`src/rtl/core/falling_sand_grid_step_core_assert.svh`:
```
`ifndef FALLING_SAND_GRID_STEP_CORE_ASSERT_SVH
`define FALLING_SAND_GRID_STEP_CORE_ASSERT_SVH

// same-cycle implication, checked outside reset
`define FSG_AST_NOW(lbl, ante, cons, msg) \
  lbl: assert property (@(posedge clk) disable iff (!rst_n) (ante) |-> (cons)) else $error(msg);

// next-cycle implication, checked outside reset
`define FSG_AST_NEXT(lbl, ante, cons, msg) \
  lbl: assert property (@(posedge clk) disable iff (!rst_n) (ante) |=> (cons)) else $error(msg);

`endif

```
`src/rtl/core/fsg_pkg.sv`:
```
package fsg_pkg;

  localparam int LFSR_W      = 16;
  localparam logic [LFSR_W-1:0] SEED_RST  = 16'hACE1;
  localparam logic [LFSR_W-1:0] LFSR_TAPS = 16'hB400;

  localparam int SPAWN_COL_W = 4;
  localparam int ROW_IDX_W   = 4;
  localparam int ROW_BITS_W  = 16;
  localparam int IN_TDATA_W  = 8;
  localparam int OUT_TDATA_W = 24;

  localparam int CFG_AW = 3;
  localparam int CFG_DW = 32;
  // register index is paddr[2]
  localparam logic REG_SEED = 1'b0;

  typedef struct packed {
    logic load_below;
    logic below_from_cur;
    logic load_cur;
    logic step;
    logic first_col;
    logic last_col;
  } cell_ctl_t;

endpackage

```
`src/rtl/core/falling_sand_grid_step_core.sv`:
```
// Falling-sand grid engine: one input item is one frame of the simulation.
// Input stream in_*: tdata bit 0 spawn_enable, bits 4:1 spawn_column. When
// spawn is set a grain is placed in the top row before that row is swept.
// Result stream out_*: one item per grid row, top row first, GRID_HEIGHT
// items per frame; tlast marks the bottom row.
// Config (cfg_*, APB-style): register 0 at address 0 is the 16-bit random
// seed; a write reloads the random generator. pready is tied high.
// The sweep is done by the single cell update unit, which visits one cell per
// cycle; then the rows are read back through the grid memory (one read port,
// one write port) and come out one row per cycle while the receiver is ready.
// in_tready is high only between frames; a result may still wait in the output
// register while a new item is taken. A stalled receiver freezes the read-back
// with nothing lost.
// Reset empties the grid (per-row valid bits, no clearing pass), reloads the
// seed with its reset value and leaves the block ready.
`include "falling_sand_grid_step_core_assert.svh"

module falling_sand_grid_step_core
  import fsg_pkg::*;
#(
  parameter int GRID_HEIGHT = 16,
  parameter int GRID_WIDTH  = 16
)
(
  input  logic                   clk,
  input  logic                   rst_n,
  input  logic                   in_tvalid,
  output logic                   in_tready,
  input  logic [IN_TDATA_W-1:0]  in_tdata,   // [0] spawn_enable, [4:1] spawn_column
  output logic                   out_tvalid,
  input  logic                   out_tready,
  output logic [OUT_TDATA_W-1:0] out_tdata,  // [3:0] row_index, [19:4] row_bits
  output logic                   out_tlast,  // last_row
  input  logic                   cfg_psel,
  input  logic                   cfg_penable,
  input  logic                   cfg_pwrite,
  input  logic [CFG_AW-1:0]      cfg_paddr,
  input  logic [CFG_DW-1:0]      cfg_pwdata,
  output logic [CFG_DW-1:0]      cfg_prdata,
  output logic                   cfg_pready
);

  localparam int ROW_W = $clog2(GRID_HEIGHT);
  localparam int COL_W = $clog2(GRID_WIDTH);
  localparam int CNT_W = $clog2(GRID_HEIGHT + 1);
  localparam int BITS_XW = (GRID_WIDTH > ROW_BITS_W) ? GRID_WIDTH : ROW_BITS_W;
  localparam int IDX_XW  = (CNT_W > ROW_IDX_W) ? CNT_W : ROW_IDX_W;
  localparam logic [ROW_W-1:0] ROW_BOT  = ROW_W'(GRID_HEIGHT - 1);
  localparam logic [ROW_W-1:0] ROW_SWP0 = ROW_W'(GRID_HEIGHT - 2);
  localparam logic [COL_W-1:0] COL_LAST = COL_W'(GRID_WIDTH - 1);
  localparam logic [CNT_W-1:0] CNT_END  = CNT_W'(GRID_HEIGHT);

  localparam logic [2:0] ST_IDLE  = 3'd0;
  localparam logic [2:0] ST_RDB   = 3'd1;
  localparam logic [2:0] ST_LOAD  = 3'd2;
  localparam logic [2:0] ST_SWEEP = 3'd3;
  localparam logic [2:0] ST_WB    = 3'd4;
  localparam logic [2:0] ST_WB0   = 3'd5;
  localparam logic [2:0] ST_EMIT  = 3'd6;

  // ---------------- configuration ----------------
  logic              cfg_wr;
  logic [LFSR_W-1:0] seed_r;

  assign cfg_pready = 1'b1;
  assign cfg_wr = cfg_psel & cfg_penable & cfg_pwrite & cfg_pready
                  & (cfg_paddr[2] == REG_SEED);
  assign cfg_prdata = (cfg_paddr[2] == REG_SEED) ? CFG_DW'(seed_r) : '0;

  always_ff @(posedge clk) begin
    if (!rst_n) begin
      seed_r <= SEED_RST;
    end else if (cfg_wr) begin
      seed_r <= cfg_pwdata[LFSR_W-1:0];
    end
  end

  // ---------------- sequencer state ----------------
  logic [2:0]             state_r, state_nxt;
  logic [ROW_W-1:0]       row_r, row_nxt;
  logic [COL_W-1:0]       col_r, col_nxt;
  logic [CNT_W-1:0]       emit_rd_r, emit_rd_nxt;
  logic                   pend_r, pend_nxt;
  logic                   spawn_en_r;
  logic [SPAWN_COL_W-1:0] spawn_col_r;

  // ---------------- grid memory ----------------
  logic [GRID_WIDTH-1:0]  grid_mem [GRID_HEIGHT];
  logic [GRID_HEIGHT-1:0] row_vld_r;
  logic                   mem_we, mem_re;
  logic [ROW_W-1:0]       wr_addr, rd_addr;
  logic [GRID_WIDTH-1:0]  wr_data;
  logic [GRID_WIDTH-1:0]  rd_data_r;
  logic                   rd_vld_r;
  logic [GRID_WIDTH-1:0]  rd_row;

  always_ff @(posedge clk) begin
    if (mem_we) begin
      grid_mem[wr_addr] <= wr_data;
    end
    if (mem_re) begin
      rd_data_r <= grid_mem[rd_addr];
      rd_vld_r  <= row_vld_r[rd_addr];
    end
  end

  // a row never written reads as empty
  always_ff @(posedge clk) begin
    if (!rst_n) begin
      row_vld_r <= '0;
    end else if (mem_we) begin
      row_vld_r[wr_addr] <= 1'b1;
    end
  end

  assign rd_row = rd_vld_r ? rd_data_r : '0;

  // ---------------- cell unit and random bits ----------------
  cell_ctl_t             ctl;
  logic [GRID_WIDTH-1:0] ld_data, spawn_mask;
  logic [GRID_WIDTH-1:0] cur_q, below_q;
  logic                  rnd_bit, rnd_req;

  fsg_cell_unit #(
    .GRID_WIDTH (GRID_WIDTH)
  ) u_cell (
    .clk     (clk),
    .ctl     (ctl),
    .ld_data (ld_data),
    .rnd_bit (rnd_bit),
    .rnd_req (rnd_req),
    .cur_q   (cur_q),
    .below_q (below_q)
  );

  fsg_lfsr u_lfsr (
    .clk     (clk),
    .rst_n   (rst_n),
    .load    (cfg_wr),
    .seed    (cfg_pwdata[LFSR_W-1:0]),
    .step    (rnd_req),
    .rnd_bit (rnd_bit)
  );

  // spawn column beyond the grid matches no bit
  always_comb begin
    for (int i = 0; i < GRID_WIDTH; i++) begin
      spawn_mask[i] = spawn_en_r && (i == int'(spawn_col_r));
    end
  end

  // ---------------- output register ----------------
  logic                  out_valid_r;
  logic [ROW_IDX_W-1:0]  out_idx_r;
  logic [ROW_BITS_W-1:0] out_bits_r;
  logic                  out_last_r;
  logic                  can_load, out_load;
  logic [CNT_W-1:0]      pend_idx;
  logic [IDX_XW-1:0]     pend_idx_x;
  logic [BITS_XW-1:0]    rd_row_x;

  assign can_load   = !out_valid_r || out_tready;
  assign pend_idx   = emit_rd_r - 1'b1;
  assign pend_idx_x = IDX_XW'(pend_idx);
  assign rd_row_x   = BITS_XW'(rd_row);

  assign out_tvalid = out_valid_r;
  assign out_tdata  = OUT_TDATA_W'({out_bits_r, out_idx_r});
  assign out_tlast  = out_last_r;
  assign in_tready  = (state_r == ST_IDLE);

  // ---------------- sequencer ----------------
  always_comb begin
    state_nxt   = state_r;
    row_nxt     = row_r;
    col_nxt     = col_r;
    emit_rd_nxt = emit_rd_r;
    pend_nxt    = pend_r;
    mem_we      = 1'b0;
    mem_re      = 1'b0;
    wr_addr     = row_r;
    rd_addr     = row_r;
    wr_data     = below_q;
    ld_data     = rd_row;
    out_load    = 1'b0;
    ctl         = '0;
    ctl.first_col = (col_r == '0);
    ctl.last_col  = (col_r == COL_LAST);

    unique case (state_r)
      ST_IDLE: begin
        if (in_tvalid) begin
          mem_re    = 1'b1;
          rd_addr   = ROW_BOT;
          row_nxt   = ROW_SWP0;
          state_nxt = ST_RDB;
        end
      end
      ST_RDB: begin
        ctl.load_below = 1'b1;
        mem_re    = 1'b1;
        rd_addr   = row_r;
        state_nxt = ST_LOAD;
      end
      ST_LOAD: begin
        ctl.load_cur = 1'b1;
        if (row_r == '0) begin
          ld_data = rd_row | spawn_mask;
        end
        col_nxt   = '0;
        state_nxt = ST_SWEEP;
      end
      ST_SWEEP: begin
        ctl.step = 1'b1;
        col_nxt  = col_r + 1'b1;
        if (col_r == COL_LAST) begin
          state_nxt = ST_WB;
        end
      end
      ST_WB: begin
        mem_we  = 1'b1;
        wr_addr = row_r + 1'b1;
        wr_data = below_q;
        if (row_r == '0) begin
          state_nxt = ST_WB0;
        end else begin
          // finished row becomes the row below for the next one up
          ctl.below_from_cur = 1'b1;
          mem_re    = 1'b1;
          rd_addr   = row_r - 1'b1;
          row_nxt   = row_r - 1'b1;
          state_nxt = ST_LOAD;
        end
      end
      ST_WB0: begin
        mem_we      = 1'b1;
        wr_addr     = '0;
        wr_data     = cur_q;
        emit_rd_nxt = '0;
        pend_nxt    = 1'b0;
        state_nxt   = ST_EMIT;
      end
      ST_EMIT: begin
        rd_addr  = emit_rd_r[ROW_W-1:0];
        out_load = pend_r && can_load;
        if (emit_rd_r != CNT_END && (!pend_r || can_load)) begin
          mem_re      = 1'b1;
          emit_rd_nxt = emit_rd_r + 1'b1;
          pend_nxt    = 1'b1;
        end else if (out_load) begin
          pend_nxt = 1'b0;
        end
        if (emit_rd_r == CNT_END && (!pend_r || can_load)) begin
          state_nxt = ST_IDLE;
        end
      end
      default: begin
        state_nxt = ST_IDLE;
      end
    endcase
  end

  always_ff @(posedge clk) begin
    if (!rst_n) begin
      state_r   <= ST_IDLE;
      row_r     <= '0;
      col_r     <= '0;
      emit_rd_r <= '0;
      pend_r    <= 1'b0;
    end else begin
      state_r   <= state_nxt;
      row_r     <= row_nxt;
      col_r     <= col_nxt;
      emit_rd_r <= emit_rd_nxt;
      pend_r    <= pend_nxt;
    end
  end

  always_ff @(posedge clk) begin
    if (in_tvalid && in_tready) begin
      spawn_en_r  <= in_tdata[0];
      spawn_col_r <= in_tdata[SPAWN_COL_W:1];
    end
  end

  always_ff @(posedge clk) begin
    if (!rst_n) begin
      out_valid_r <= 1'b0;
    end else if (out_load) begin
      out_valid_r <= 1'b1;
    end else if (out_tready) begin
      out_valid_r <= 1'b0;
    end
  end

  always_ff @(posedge clk) begin
    if (out_load) begin
      out_idx_r  <= pend_idx_x[ROW_IDX_W-1:0];
      out_bits_r <= rd_row_x[ROW_BITS_W-1:0];
      out_last_r <= (pend_idx == CNT_W'(GRID_HEIGHT - 1));
    end
  end

  // ---------------- checks ----------------
  `FSG_AST_NEXT(a_item_starts_sweep, in_tvalid && in_tready, state_r == ST_RDB, "item accepted but sweep did not start")
  `FSG_AST_NOW(a_no_write_in_emit, state_r == ST_EMIT, !mem_we, "grid written during row read-back")
  `FSG_AST_NEXT(a_row_sweep_ends, state_r == ST_SWEEP && col_r == COL_LAST, state_r == ST_WB, "row sweep overran last column")

endmodule

```
`src/rtl/core/fsg_lfsr.sv`:
```
module fsg_lfsr
  import fsg_pkg::*;
(
  input  logic              clk,
  input  logic              rst_n,
  input  logic              load,
  input  logic [LFSR_W-1:0] seed,
  input  logic              step,
  output logic              rnd_bit
);

  logic [LFSR_W-1:0] lfsr_r;
  logic [LFSR_W-1:0] lfsr_nxt;

  assign rnd_bit = lfsr_r[0];

  always_comb begin
    lfsr_nxt = lfsr_r;
    if (load) begin
      lfsr_nxt = seed;
    end else if (step) begin
      lfsr_nxt = (lfsr_r >> 1) ^ (lfsr_r[0] ? LFSR_TAPS : '0);
    end
  end

  always_ff @(posedge clk) begin
    if (!rst_n) begin
      lfsr_r <= SEED_RST;
    end else begin
      lfsr_r <= lfsr_nxt;
    end
  end

endmodule

```
`src/rtl/core/fsg_cell_unit.sv`:
```
module fsg_cell_unit
  import fsg_pkg::*;
#(
  parameter int GRID_WIDTH = 16
)
(
  input  logic                  clk,
  input  cell_ctl_t             ctl,
  input  logic [GRID_WIDTH-1:0] ld_data,
  input  logic                  rnd_bit,
  output logic                  rnd_req,
  output logic [GRID_WIDTH-1:0] cur_q,
  output logic [GRID_WIDTH-1:0] below_q
);

  // both rows rotate right once per step, so the cell under work is always bit 0
  logic [GRID_WIDTH-1:0] cur_r, cur_nxt;
  logic [GRID_WIDTH-1:0] below_r, below_nxt;
  logic [GRID_WIDTH-1:0] cur_m, below_m;
  logic g, bm, bl, br;
  logic mv_down, go_r, go_l;

  assign cur_q   = cur_r;
  assign below_q = below_r;

  always_comb begin
    g  = cur_r[0];
    bm = below_r[0];
    bl = ctl.first_col | below_r[GRID_WIDTH-1];
    br = ctl.last_col  | below_r[1];

    mv_down = ctl.step & g & ~bm;
    rnd_req = ctl.step & g & bm;
    go_r    = rnd_req & (rnd_bit ? ~br : (bl & ~br));
    go_l    = rnd_req & (rnd_bit ? (br & ~bl) : ~bl);

    cur_m    = cur_r;
    cur_m[0] = cur_r[0] & ~(mv_down | go_r | go_l);
    below_m  = below_r;
    if (mv_down) below_m[0] = 1'b1;
    if (go_r)    below_m[1] = 1'b1;
    if (go_l)    below_m[GRID_WIDTH-1] = 1'b1;
  end

  always_comb begin
    cur_nxt   = cur_r;
    below_nxt = below_r;
    if (ctl.load_cur) begin
      cur_nxt = ld_data;
    end else if (ctl.step) begin
      cur_nxt = {cur_m[0], cur_m[GRID_WIDTH-1:1]};
    end
    if (ctl.load_below) begin
      below_nxt = ld_data;
    end else if (ctl.below_from_cur) begin
      below_nxt = cur_r;
    end else if (ctl.step) begin
      below_nxt = {below_m[0], below_m[GRID_WIDTH-1:1]};
    end
  end

  always_ff @(posedge clk) begin
    cur_r   <= cur_nxt;
    below_r <= below_nxt;
  end

endmodule
```
`config.mk`:
```
export PLATFORM = sky130hd
export DESIGN_NAME = falling_sand_grid_step_core
export DESIGN_NICKNAME = d
export VERILOG_FILES = /design/src/rtl/core/fsg_pkg.sv /design/src/rtl/core/falling_sand_grid_step_core.sv /design/src/rtl/core/fsg_lfsr.sv /design/src/rtl/core/fsg_cell_unit.sv
export VERILOG_INCLUDE_DIRS = /design/src /design/src/rtl/core
export SDC_FILE = /design/constraint.sdc
export NUM_CORES = 1
export LEC_CHECK = 0
export BUFFER_PORTS_ARGS = -buffer_cell sky130_fd_sc_hd__buf_2
export CORE_ASPECT_RATIO = 1.5
export CORE_MARGIN = 3
export CORE_UTILIZATION = 60
export CTS_CLUSTER_DIAMETER = 100
export DETAILED_ROUTE_END_ITERATION = 10
export PLACE_DENSITY = 0.79
export SYNTH_ARGS = -nofsm -noshare
export SYNTH_HDL_FRONTEND = slang
export SYNTH_SLANG_ARGS = --single-unit
```
`constraint.sdc`:
```
create_clock -name clk -period 4.17 [get_ports clk]
set_clock_uncertainty 0.2 [all_clocks]
set_input_delay 0 -clock clk [delete_from_list [all_inputs] [get_ports clk]]
set_output_delay 0 -clock clk [all_outputs]
set_load 0.02 [all_outputs]
```
# == Word-level counts from Yosys, hierarchy flattened ==
# Memory sizes are Yosys's and may differ from the RTL's. A register that Yosys moved wholly into a read port is not among the register bits.
# Index checks and enable logic that the tools add are counted.
# W data, S select, Z words.
# word_totals
ff_bits,125
ram_bits,256
inputBits,50
output_inout_bits,60
memories,1
# classes
addsub,5
magnitude_cmp,3
n_eq_ne,30
n_mux,53
n_bitwise,23
reduce_logical,41
# memory_table
memory,words,width,rd,rd_ports_with_merged_regs,wr,line_no,text
grid_mem,16,16,1,1,1,falling_sand_grid_step_core.sv:88,logic [GRID_WIDTH-1:0] grid_mem [GRID_HEIGHT];
# ops
operator,n
$mux W16,13
$eq A4 B4 Y1 const A,8
$or A16 B16 Y16,2
$pmux W4 S2,3
$mux W1,22
$logic_and A1 B1 Y1,21
$pmux W3 S7,1
$eq A3 B4 Y1 const A,4
$xor A15 B16 Y16,1
$logic_not A4 Y1,3
$mux W3,4
$mux W4,3
$pmux W4 S3,1
$reduce_bool A2 Y1,6
$and A1 B1 Y1,11
$lt A4 B5 Y1 const B,2
$pmux W5 S2,1
$eq A3 B3 Y1 const B,3
$add A4 B1 Y4 const B,2
$eq A2 B4 Y1 const A,2
$eq A3 B2 Y1 const B,2
$ne A2 B2 Y1 const B,3
$reduce_and A2 Y1,3
$add A5 B1 Y5 const B,1
24 further kinds,33

# == Longest topological paths before layout ==
# Gate-level depths: netlist of run 1.
# depth
depth_word,12
mapped_depth,14
ltp_nobuf,9

# == Cells and area by module ==
# Synthesis of run 1 repeated with hierarchy kept, for this count alone.
# hier_totals
hier_cells,1219
hier_area_um2,17235.3
# by_module_without_submodules
mod,instances,cells_per_inst,area_per_inst_um2,seq_area_each_um2
falling_sand_grid_step_core,1,1028,14835.5,9979.6
fsg_cell_unit,1,115,1567.8,960.9
fsg_lfsr,1,76,832.0,320.3

# == Least setup slack after synthesis of run 1 ==
# OpenSTA, ideal clock, no wires.
# synth_path
path_type,flip-flop to flip-flop
from,register row_r[0]
to,"register rd_data_r[10], read port of grid_mem, data pin"
arrival_ns,2.754
setup_slack_ns,0.950
path_stages_with_launch,13
n_path_buf,3
path_cell_list,dfxtp_1 > buf_2 > inv_1 > ha_1 > or3b_1 > o22a_1 > or2_1 > buf_2 > nand2_4 > buf_6 > mux2_4 > a2111oi_2 > nand3_1
# synth_between
elab_chain_len,3
# synth_lines
item,line_no,text
start: declaration,falling_sand_grid_step_core.sv:80,"logic [ROW_W-1:0] row_r, row_nxt;"
start signal: assignment,falling_sand_grid_step_core.sv:272,row_r <= row_nxt;
$sub A4 B1 Y4 / $logic_not A4 Y1 (equally long branches),"falling_sand_grid_step_core.sv:230, falling_sand_grid_step_core.sv:224",
$mux W4 / $mux W1 (equally long branches),-,
$pmux W4 S3 / $pmux W1 S4 (equally long branches),falling_sand_grid_step_core.sv:190,unique case (state_r)
end: declaration,falling_sand_grid_step_core.sv:93,logic [GRID_WIDTH-1:0] rd_data_r;
# Several ways; a longest one is shown, not always the timed one.
# A chain may end at the register's enable or synchronous reset.

# == Worst setup path after layout of run 1 ==
# layout_path
from,register row_r[1]
to,"register rd_vld_r, data pin"
# layout_between
elab_chain_len,5
# layout_lines
item,line_no,text
$sub A4 B1 Y4 / $logic_not A4 Y1 (equally long branches),"falling_sand_grid_step_core.sv:230, falling_sand_grid_step_core.sv:224",
$mux W4,-,
$pmux W4 S3 (*),falling_sand_grid_step_core.sv:190,
$bmux W1 S4 (*),falling_sand_grid_step_core.sv:103,rd_vld_r <= row_vld_r[rd_addr];
$mux W1 (implied by the code) (*),falling_sand_grid_step_core.sv:103,
end signal: assignment,falling_sand_grid_step_core.sv:103,
end: declaration,falling_sand_grid_step_core.sv:94,logic rd_vld_r;
# Mark *: on every way between the ends. The rest lies on a longest branch, timed or not. The select of a mux whose other input is x is not followed.

==> results by group, run 1 <==
Clock network
  • Num CTS Buffers: 36
  • Root buf cell: clkbuf_16
  • TritonCTS clock tree: built
  • CTS max path bufs: 3
  • CTS-repair resized insts: 0
  • Skew-Pair Late Insertion Delay: between 0.5 and 0.6 ns
  • Htree depth: 2
  • CTS clk-pin slew, worst paths: 0.07 ns
  • Setup Buffers After CTS: 0
  • Num Clock Sinks: 397

Pwr
  • Power, Total: 10.8 mW
  • Clk pwr share: 30.9%
  • Leakage Power: 6.84 nW
  • Power per cell area: 557 nW/µm²
  • Combinational fraction of design power: 22.7%
  • Sw frac: between 20% and 30%
  • Psw: 3.18 mW
  • Maximum VDD drop: about 0.00025 V
  • Sequential cell fraction of total power: between 40% and 50%
  • Int Power: ~7.6 mW

Yosys
  • Yosys top cell area share: 57.7%
  • Number of synthesized register bits: 397
  • Yosys cell types: 73
  • Largest family of logic cells by synthesized area: compound AO/OA/AOI/OAI gates
  • Synth warn: 0
  • Avg Inst Size Synth: 13.0 µm²
  • Synth Area in XOR/XNOR: 0.560%
  • Mapped cell area: roughly 17000 µm²
  • Proportion of synthesized area in mux cells: 7.67%
  • Compound-cell area share of the yosys netlist: 12.3%
  • Sequential area share after synthesis: 65.4%
  • Ys async rst share: 0%
  • Top FF cell, synth: edfxtp_1
  • Count leader, synth: edfxtp_1
  • Top post-synthesis cells by area: edfxtp_1, dfxtp_1, mux2_2
  • Cell count after synthesis: 1321
  • Synth Area in Simple Gates: between 10% and 20%
  • Area leader, netlist: edfxtp_1
  • Top post-synthesis cells by count: edfxtp_1, o21ai_0, a21oi_1
  • Adder-cell area share of the yosys netlist: less than 1%
  • Post-synth EDFFs: 331

STA
  • Setup TNS: 0 ns
  • Slew Viols, Final: 0
  • Final period util: 91.0%
  • Endpoints failing hold: 0
  • Tightest Pin Transition: 1.08 ns
  • Fin worst setup slack: 0.376 ns
  • Slew margin rel.: 27.9%
  • Post-route minimum period: 3.79 ns
  • RSZ-0062 raised after global routing: no
  • Setup Viol. Count Final: 0
  • Achievable frequency: 264 MHz

Placed design
  • Worst slack, placed: between 0.4 and 0.5 ns
  • GP Congestion: 0.897
  • I/O Buffers: 67
  • DP HPWL: approximately 24 mm
  • Placed Area: 17900 µm²

Min path
  • Hold Path Class: in2reg
  • Hold_sp: cfg_psel
  • Hold depth: 4
  • WHS Endpoint: seed_r[3]$_SDFFE_PN0P_

GRT
  • Largest net degree at the start of global routing: 63
  • Gr ovfl total: 0
  • Initial antenna violation count: 0
  • Vias in the first global route: 10800
  • Global-route wire length before repair: just under 60 mm
  • Gr usage total: around 24%

Setup path
  • R2R depth: 11
  • CP required: 4.25 ns
  • Startpoint Class: flip-flop
  • Critical Path AT: 3.87 ns
  • FF-to-FF setup slack: 0.38 ns
  • FF-to-FF End: rd_vld_r$_DFFE_PP_
  • Reg-to-Reg Start: row_r[1]$_SDFFE_PN0P_
  • Worst setup EP type: flip-flop
  • Critical path type: reg2reg
  • Crit Path Max Fanout: 22

Detailed routing
  • Antenna-violating nets left: 0
  • Avg WL per Cell: 21.3 µm
  • Drt drc: 0
  • DRT iter0 DRCs: 1063
  • Vias/cell: about 6.2
  • Via count: 11100
  • 1st-pass router iterations: 5
  • Wirelength, routed: 38.2 mm

Final layout
  • Synthesis-to-finish area growth: 12.8%
  • Fillers: 1838
  • Nets: 1476
  • Share of layout cells above drive strength 1: 18.7%
  • Core Util, Final: 69.0%
  • Final Instance Area: 19400 µm²
  • ANT cells: 0

Floorplanning
  • Die X: 144 µm
  • Die Y: around 210 µm
  • Initial core utilization: 61.1%
  • I/O pin cnt: 110
  • Placement Rows: 75
  • Total core area: 28200 µm²
  • Die area: 30800 µm²

Run
  • Count of max-cap constraint violations: 0

Status
  • Outcome: finished clean
==> routing by layer <==
metal  global-route usage [%]  wire length, µm  part of all wire [%]
met2                     43.4            20100                    52
met3                     3.46             2530                   6.6
met4                     9.72             1320                   3.5
met1                     30.2            14300                    37
met5                        0                0                     0
==> how the worst max path moves through the flow <==
stage	depth (start not counted)	endpoint	start
2_1_floorplan	12	rd_data_r[10]$_DFFE_PP_	row_r[0]$_SDFFE_PN0P_
3_3_place_gp	11	rd_data_r[15]$_DFFE_PP_	row_r[1]$_SDFFE_PN0P_
3_5_place_dp	12	rd_data_r[11]$_DFFE_PP_	row_r[1]$_SDFFE_PN0P_
4_1_cts	11	rd_vld_r$_DFFE_PP_	row_r[1]$_SDFFE_PN0P_
5_1_grt	11	rd_vld_r$_DFFE_PP_	row_r[1]$_SDFFE_PN0P_
6_report	11	rd_vld_r$_DFFE_PP_	row_r[1]$_SDFFE_PN0P_
==> state kept, by name (all words and copies together) (netlist names), 3 cells and up <==
register	cells
row_r	4
out_idx_r	4
grid_mem	256
out_bits_r	16
u_cell.below_q	16
seed_r	16
rd_data_r	16
state_r	3
col_r	4
u_lfsr.lfsr_r	16
spawn_col_r	4
row_vld_r	16
u_cell.cur_q	16
emit_rd_r	5
==> through the flow <==
step	cells	hold slack, ns
after floorplan	1340	-0.122
after global placement	1692	-0.0164
after detailed placement	1692	-0.0211
after CTS	1792	0.00478
after global routing	1792	0.0406
final	1792	0.0357
==> layout make-up <==
cell class	instances	area, µm²	area share (%)
Clock buffer	46	1030	5.32
Inverter	11	41.3	0.213
Timing Repair Buffer	146	1020	5.23
Tap cell	346	433	2.23
Multi-Input combinational cell	827	5460	28.1
Sequential cell	397	11300	58.0
Clock inverter	19	180	0.928
==> logic make-up (layout without fill, tap and decap cells) <==
family | count (synthesis) | in the layout
AO/OA/AOI/OAI | 320 | 320
XOR/XNOR | 11 | 11
adder cells (fa/ha/maj) | 7 | 7
buffers and inverters | 116 | 222
flip-flops | 397 | 397
multiplexers | 117 | 117
other | 2 | 21
AND/OR/NAND/NOR | 351 | 351
==> repair_timing <==
item                                   4_1_cts  5_1_grt
endpoints found under the hold margin       53        0
setup endpoints to repair                    0        0
hold buffers                                35        0
==> power by group through the flow <==
stage                     registers [mW]  logic [mW]  clock network (mW)
after detailed placement            5.10        2.38                   0
after global routing                5.04        2.65                3.54
after CTS                           5.02        2.43                3.38
after global placement              5.09        2.32                   0
after floorplan                     5.00        1.81                   0
final                               5.02        2.45                3.35
==> cell usage in the layout (no fill, tap or decap), drive strengths merged, types with 3 or more instances in the layout <==
master       synthesis  routed
edfxtp             331     331
buf                 55     111
o21ai              106     106
a21oi               93      93
nor2                91      91
nand3               84      84
nand2               81      81
mux2                68      68
dfxtp               66      66
mux2i               49      49
clkbuf              50      46
dlygate4sd3          0      35
conb                 2      21
nor2b               20      20
and2                19      19
a22oi               19      19
o22a                18      18
a21boi              18      18
a2111oi             17      17
o21a                17      17
clkinv               1      17
nand2b              11      11
inv                 10      10
and3                 9       9
xor2                 8       8
o211a                7       7
ha                   7       7
nor3                 7       7
or2                  4       4
o211ai               4       4
nand4                3       3
and4b                3       3
xnor2                3       3
or3b                 3       3
a31oi                3       3
==> critical path, cell delays in order, from the launching register on <==
cell and delay (ns):
dfxtp_1 0.50, inv_1 0.11, ha_1 0.28, or3b_1 0.23, buf_4 0.21, nand3_2 0.12
a211o_1 0.42, nand2_4 0.41, buf_4 0.37, mux2_2 0.37, a22oi_1 0.21, nand3_1 0.10
No activity file was read; power rests on OpenSTA's default activity.
==> inputs of run 2 (changes only) <==
- clock period: 4.17 -> 3.94 ns (I/O delays scaled with it)
==> run 2 against run 1 <==
Via count grew 0.55%. Core utilization is essentially flat. Maximum frequency grew 2.5%. Sequential power grew 6.0%. Die area is the same. Worst setup slack lost 0.14 ns. Wire length grew 1.4%. Worst hold slack lost 0.0035 ns. Critical path depth is the same. Non-clock buffer count grew 8. Largest cell class unchanged. Largest power group unchanged.
==> results by group, run 2 (same netlist as run 1, synthesis figures left out) <==
Placed design
  • Worst slack, placed: 0.297 ns (-0.152 ns)
  • DP HPWL: 24.2 mm (+1.2%)
  • GP Congestion: 0.906 (+1.0%)
  • Inst Count DP: 1697 (+0.30%)
  • I/O Buffers: 67 (unchanged)
  • Placed Area: 17900 µm² (+0.28%)

STA
  • Slew margin rel.: 33.7% (+5.8 points)
  • WHS: 0.0322 ns (-0.00347 ns)
  • Tightest Pin Transition: 0.995 ns (-0.0865 ns)
  • Post-route minimum period: 3.70 ns (-0.0910 ns)
  • RSZ-0062 raised after global routing: no
  • Setup Viol. Count Final: 0 (unchanged)
  • Endpoints failing hold: 0 (unchanged)
  • Achievable frequency: 270 MHz (+2.5%)
  • Fin worst setup slack: 0.237 ns (-0.139 ns)
  • Final period util: 94.0% (+3.0 points)
  • Setup TNS: 0 ns (unchanged)
  • Slew Viols, Final: 0 (unchanged)

Final layout
  • Cell Count, Final, Fillers Out: 1799 (+0.39%)
  • Max FFs per register: 256 (unchanged)
  • Most common cell after layout, fill and taps aside: edfxtp_1
  • Final Instance Area: 19400 µm² (about the same)
  • Share of layout cells above drive strength 1: 18.7% (-0.021 points)
  • Nets: 1484 (+0.54%)
  • Largest Register: grid_mem
  • Most frequent cells in the layout: edfxtp_1, o21ai_0, a21oi_1, nor2_1, nand3_1
  • ANT cells: 0 (unchanged)
  • Synthesis-to-finish area growth: 12.9% (about the same)
  • Core Util, Final: 69.0% (about the same)

Clock network
  • Num CTS Buffers: 36 (unchanged)
  • Num Clock Sinks: 397 (unchanged)
  • Setup Buffers After CTS: 0 (unchanged)
  • CTS clk-pin slew, worst paths: 0.06 ns (about the same)
  • Htree depth: 2 (unchanged)
  • CTS-repair resized insts: 0 (unchanged)
  • CTS max path bufs: 3 (unchanged)
  • Skew-Pair Late Insertion Delay: 0.54 ns (-0.02 ns)
  • TritonCTS clock tree: built
  • Post-CTS Hold Buffers: 38 (+8.6%)
  • Root buf cell: clkbuf_16

Floorplanning
  • Die area: 30800 µm² (unchanged)
  • I/O pin cnt: 110 (unchanged)
  • Initial core utilization: 61.1% (unchanged)
  • Placement Rows: 75 (unchanged)
  • Die Y: 213 µm (unchanged)
  • Die X: 144 µm (unchanged)
  • Total core area: 28200 µm² (unchanged)

Setup path
  • Critical Path AT: 3.77 ns (-0.10 ns)
  • Worst setup EP type: flip-flop
  • Crit Path Max Fanout: 19 (-14%)
  • Critical path's slowest cell: or3b_1
  • FF-to-FF End: rd_data_r[1]$_DFFE_PP_
  • R2R depth: 11 (unchanged)
  • CP required: 4.00 ns (-0.25 ns)
  • Reg-to-Reg Start: row_r[1]$_SDFFE_PN0P_
  • Startpoint Class: flip-flop
  • Family with the most delay on the worst path: simple AND/OR/NAND/NOR gates
  • Crit path to: rd_data_r[1]$_DFFE_PP_
  • Max incr delay on CP: 0.44 ns (-0.06 ns)
  • FF-to-FF setup slack: 0.24 ns (-0.14 ns)
  • Critical path type: reg2reg
  • Crit path cell chain: inv_1 > ha_1 > or3b_1 > o22a_1 > or2_2 > nand2_4 > buf_12 > buf_4 > mux2_2 > a22oi_1 > nand3_1
  • CP bufs+invs: 3 (unchanged)
  • CP Depth: 11 (unchanged)
  • Crit. Startpoint: row_r[1]$_SDFFE_PN0P_

Pwr
  • Leakage Power: 6.84 nW (about the same)
  • Power per cell area: 585 nW/µm² (+5.0%)
  • Power, Total: 11.4 mW (+5.1%)
  • Maximum VDD drop: 0.000257 V (+1.2%)

Detailed routing
  • DRT iter0 DRCs: 1079 (+1.5%)
  • Via count: 11100 (+0.55%)
  • Antenna-violating nets left: 0 (unchanged)
  • 1st-pass router iterations: 6 (+1)
  • Drt drc: 0 (unchanged)
  • Avg WL per Cell: 21.5 µm (+0.98%)
  • Wirelength, routed: 38.7 mm (+1.4%)
  • Vias/cell: 6.19 (+0.16%)

GRT
  • Gr usage total: 25.1% (+0.67 points)
  • Gr ovfl total: 0 (unchanged)
  • Initial antenna violation count: 0 (unchanged)
  • Largest net degree at the start of global routing: 63 (unchanged)
  • Vias in the first global route: 11300 (+4.9%)
  • Global-route wire length before repair: 60.1 mm (+2.7%)

Status
  • Outcome: finished clean

Run
  • Count of max-cap constraint violations: 0 (unchanged)

Min path
  • Hold Path Class: in2reg
==> run 2: area by class of cell <==
type,instances,area [µm²]
Fill cell,1854,8720
Multi-Input combinational cell,827,5460
Clock buffer,52,1040
Sequential cell,397,11300
Inverter,11,41.3
Timing Repair Buffer,154,1100
Tap cell,346,433
Clock inverter,12,103
==> run 2: worst min-delay path by stage <==
stage                        startpoint                             to  slack (ns)  cells after the start
after global routing      cfg_pwdata[9]  u_lfsr.lfsr_r[9]$_SDFFE_PN0P_        0.09                      3
after floorplan            cfg_paddr[2]                  cfg_prdata[0]       -0.12                      1
after CTS                      cfg_psel         seed_r[8]$_SDFFE_PN0P_       0.001                      4
final                          cfg_psel         seed_r[8]$_SDFFE_PN0P_        0.03                      4
after detailed placement    in_tdata[3]       spawn_col_r[2]$_DFFE_PP_       -0.02                      1
after global placement      in_tdata[1]       spawn_col_r[0]$_DFFE_PP_       -0.02                      1
==> run 2: power breakdown <==
part	internal [mW]	switching, mW	total (mW)
registers	5.14	0.179	5.32
clock network	1.93	1.49	3.41
logic	0.968	1.67	2.64
total	8.03	3.34	11.4
==> run 2: tightest hold or removal path, cell delays in order <==
cell and delay [ns]:
buf_2 0.10, and4b_1 0.40, nand2_1 0.15, a21boi_0 0.06
==> run 2: per-layer routing <==
metal / track usage, % / vias to the layer above / wire [µm] / part of all wire, %
met5: 0 / - / 0 / 0
met4: 11.0 / 0 / 1650 / 4.3
met3: 3.41 / 126 / 2370 / 6.1
met2: 45.0 / 475 / 20300 / 52
met1: 30.2 / 5425 / 14400 / 37
li1: - / 5118 / - / -
==> inputs of run 3 (changes only) <==
- REMOVE_ABC_BUFFERS: not set -> 1
==> run 3 against run 2 <==
Global-route usage decreased by 0.51 points. Worst setup slack worse by 0.0054 ns. Combinational power about the same. Sequential cell count did not move. Largest power group unchanged. Cell count unchanged. First-iteration DRC count increased by 6.1%. Largest cell class unchanged.
==> results by group, run 3 (same netlist as run 1, synthesis figures left out) <==
Status
  • Outcome: finished clean

STA
  • Post-route minimum period: 3.71 ns (+0.00542 ns)
  • Setup Viol. Count Final: 0 (unchanged)
  • Achievable frequency: 270 MHz (-0.15%)
  • WHS: 0.00995 ns (-0.0223 ns)
  • RSZ-0062 raised after global routing: no
  • Fin worst setup slack: 0.231 ns (-0.00542 ns)
  • Endpoints failing hold: 0 (unchanged)
  • Slew margin rel.: 23.8% (-9.9 points)
  • Final period util: 94.1% (+0.14 points)
  • Tightest Pin Transition: 1.14 ns (+0.142 ns)
  • Slew Viols, Final: 0 (unchanged)
  • Setup TNS: 0 ns (unchanged)

Placed design
  • Worst slack, placed: 0.269 ns (-0.0278 ns)
  • Placed Area: 17900 µm² (+0.10%)
  • DP HPWL: 24.4 mm (+0.65%)
  • GP Congestion: 0.881 (-2.8%)
  • I/O Buffers: 67 (unchanged)

Final layout
  • Share of layout cells above drive strength 1: 18.8% (+0.069 points)
  • Most frequent cells in the layout: edfxtp_1, o21ai_0, a21oi_1, nor2_1, nand3_1
  • Fillers: 1869 (+0.81%)
  • Final Instance Area: 19400 µm² (about the same)
  • Max FFs per register: 256 (unchanged)
  • Largest Register: grid_mem
  • Most common cell after layout, fill and taps aside: edfxtp_1
  • ANT cells: 0 (unchanged)
  • Synthesis-to-finish area growth: 12.9% (about the same)
  • Nets: 1483 (-0.067%)

Clock network
  • Setup Buffers After CTS: 0 (unchanged)
  • Num Clock Sinks: 397 (unchanged)
  • CTS clk-pin slew, worst paths: 0.07 ns (about the same)
  • Root buf cell: clkbuf_16
  • CTS max path bufs: 3 (unchanged)
  • Num CTS Buffers: 36 (unchanged)
  • Htree depth: 2 (unchanged)
  • TritonCTS clock tree: built
  • Skew-Pair Late Insertion Delay: 0.55 ns (about the same)

GRT
  • Vias in the first global route: 11200 (-1.7%)
  • Gr usage total: 24.6% (-0.51 points)
  • Largest net degree at the start of global routing: 52 (-17%)
  • Initial antenna violation count: 0 (unchanged)
  • Gr ovfl total: 0 (unchanged)
  • Global-route wire length before repair: 59.2 mm (-1.5%)

Floorplanning
  • Die X: 144 µm (unchanged)
  • Placement Rows: 75 (unchanged)
  • I/O pin cnt: 110 (unchanged)
  • Initial core utilization: 61.1% (unchanged)
  • Die area: 30800 µm² (unchanged)
  • Die Y: 213 µm (unchanged)
  • Total core area: 28200 µm² (unchanged)

Setup path
  • R2R depth: 10 (-1)
  • Critical path type: reg2reg
  • CP required: 4.00 ns (about the same)
  • Crit Path Max Fanout: 20 (+1)
  • Worst setup EP type: flip-flop
  • Critical Path AT: 3.77 ns (about the same)
  • Startpoint Class: flip-flop

Run
  • Count of max-cap constraint violations: 0 (unchanged)

Pwr
  • Power per cell area: 587 nW/µm² (+0.37%)
  • Leakage Power: 6.84 nW (+0.12%)
  • Maximum VDD drop: 0.000238 V (-7.5%)
  • Power, Total: 11.4 mW (+0.38%)

Detailed routing
  • Wirelength, routed: 38.5 mm (-0.54%)
  • Drt drc: 0 (unchanged)
  • DRT iter0 DRCs: 1145 (+6.1%)
  • Antenna-violating nets left: 0 (unchanged)
  • Vias/cell: 6.21 (+0.22%)
  • 1st-pass router iterations: 5 (-1)
  • Avg WL per Cell: 21.4 µm (-0.54%)
  • Via count: 11200 (+0.22%)

Min path
  • Hold Path Class: in2reg
  • Hold depth: 4 (unchanged)
==> run 3: changes by cell type in the layout (fill, tap and decap cells not counted), sizes merged <==
cell / delta
clkinvlp: -2
dlygate4sd3: -3
bufinv: +2
clkinv: +6
buf: +2
inv: -1
clkbuf: -4
==> run 3: worst paths after layout <==
kind / startpoint / end / slack [ns]
worst min-delay path: cfg_pwrite / seed_r[1]$_SDFFE_PN0P_ / 0.01
worst min register to register: seed_r[10]$_SDFFE_PN1P_ / seed_r[10]$_SDFFE_PN1P_ / 0.24
worst max register to register: row_r[1]$_SDFFE_PN0P_ / rd_data_r[0]$_DFFE_PP_ / 0.23
worst max-delay path: row_r[1]$_SDFFE_PN0P_ / rd_data_r[0]$_DFFE_PP_ / 0.23
==> run 3: per-layer routing <==
layer  global-route usage [%]  share of wire [%]
met5                        0                  0
met4                     11.0                4.1
met3                     3.46                5.7
met2                     43.6                 52
met1                     29.9                 38
==> run 3: layout make-up <==
type	instances	area [µm²]	area share, %
repair buffers	153	1080	5.56
inverters	11	41.3	0.212
clock inverters	17	174	0.895
clock buffers	48	987	5.08
well taps	346	433	2.23
multi-input cells	827	5460	28.1
flip-flops and latches	397	11300	57.9
==> run 3: timing repair <==
item,in CTS,in global routing
hold buffers,35,0
hold endpoints to repair,58,0
gates resized for setup,0,0
==> run 3: per-stage QoR <==
step,std cells,util (%)
6_report,1799,69.0
5_1_grt,1799,69.0
4_1_cts,1799,69.0
3_5_place_dp,1699,63.7
3_3_place_gp,1699,63.7
2_1_floorplan,1235,-
==> run 3: power by group <==
group / total (mW) / switching, mW / internal, mW
combinational: 2.65 / 1.68 / 0.964
clock: 3.45 / 1.48 / 1.97
sequential: 5.32 / 0.181 / 5.14
==> run 3: critical path, stage by stage, from the launching register on <==
cell and delay (ns):
dfxtp_1 0.40, inv_1 0.12, ha_1 0.29, or3b_1 0.43
o22a_1 0.23, or2_2 0.32, nand2_4 0.25, buf_4 0.37
mux2_2 0.38, a22oi_1 0.29, nand3_1 0.15
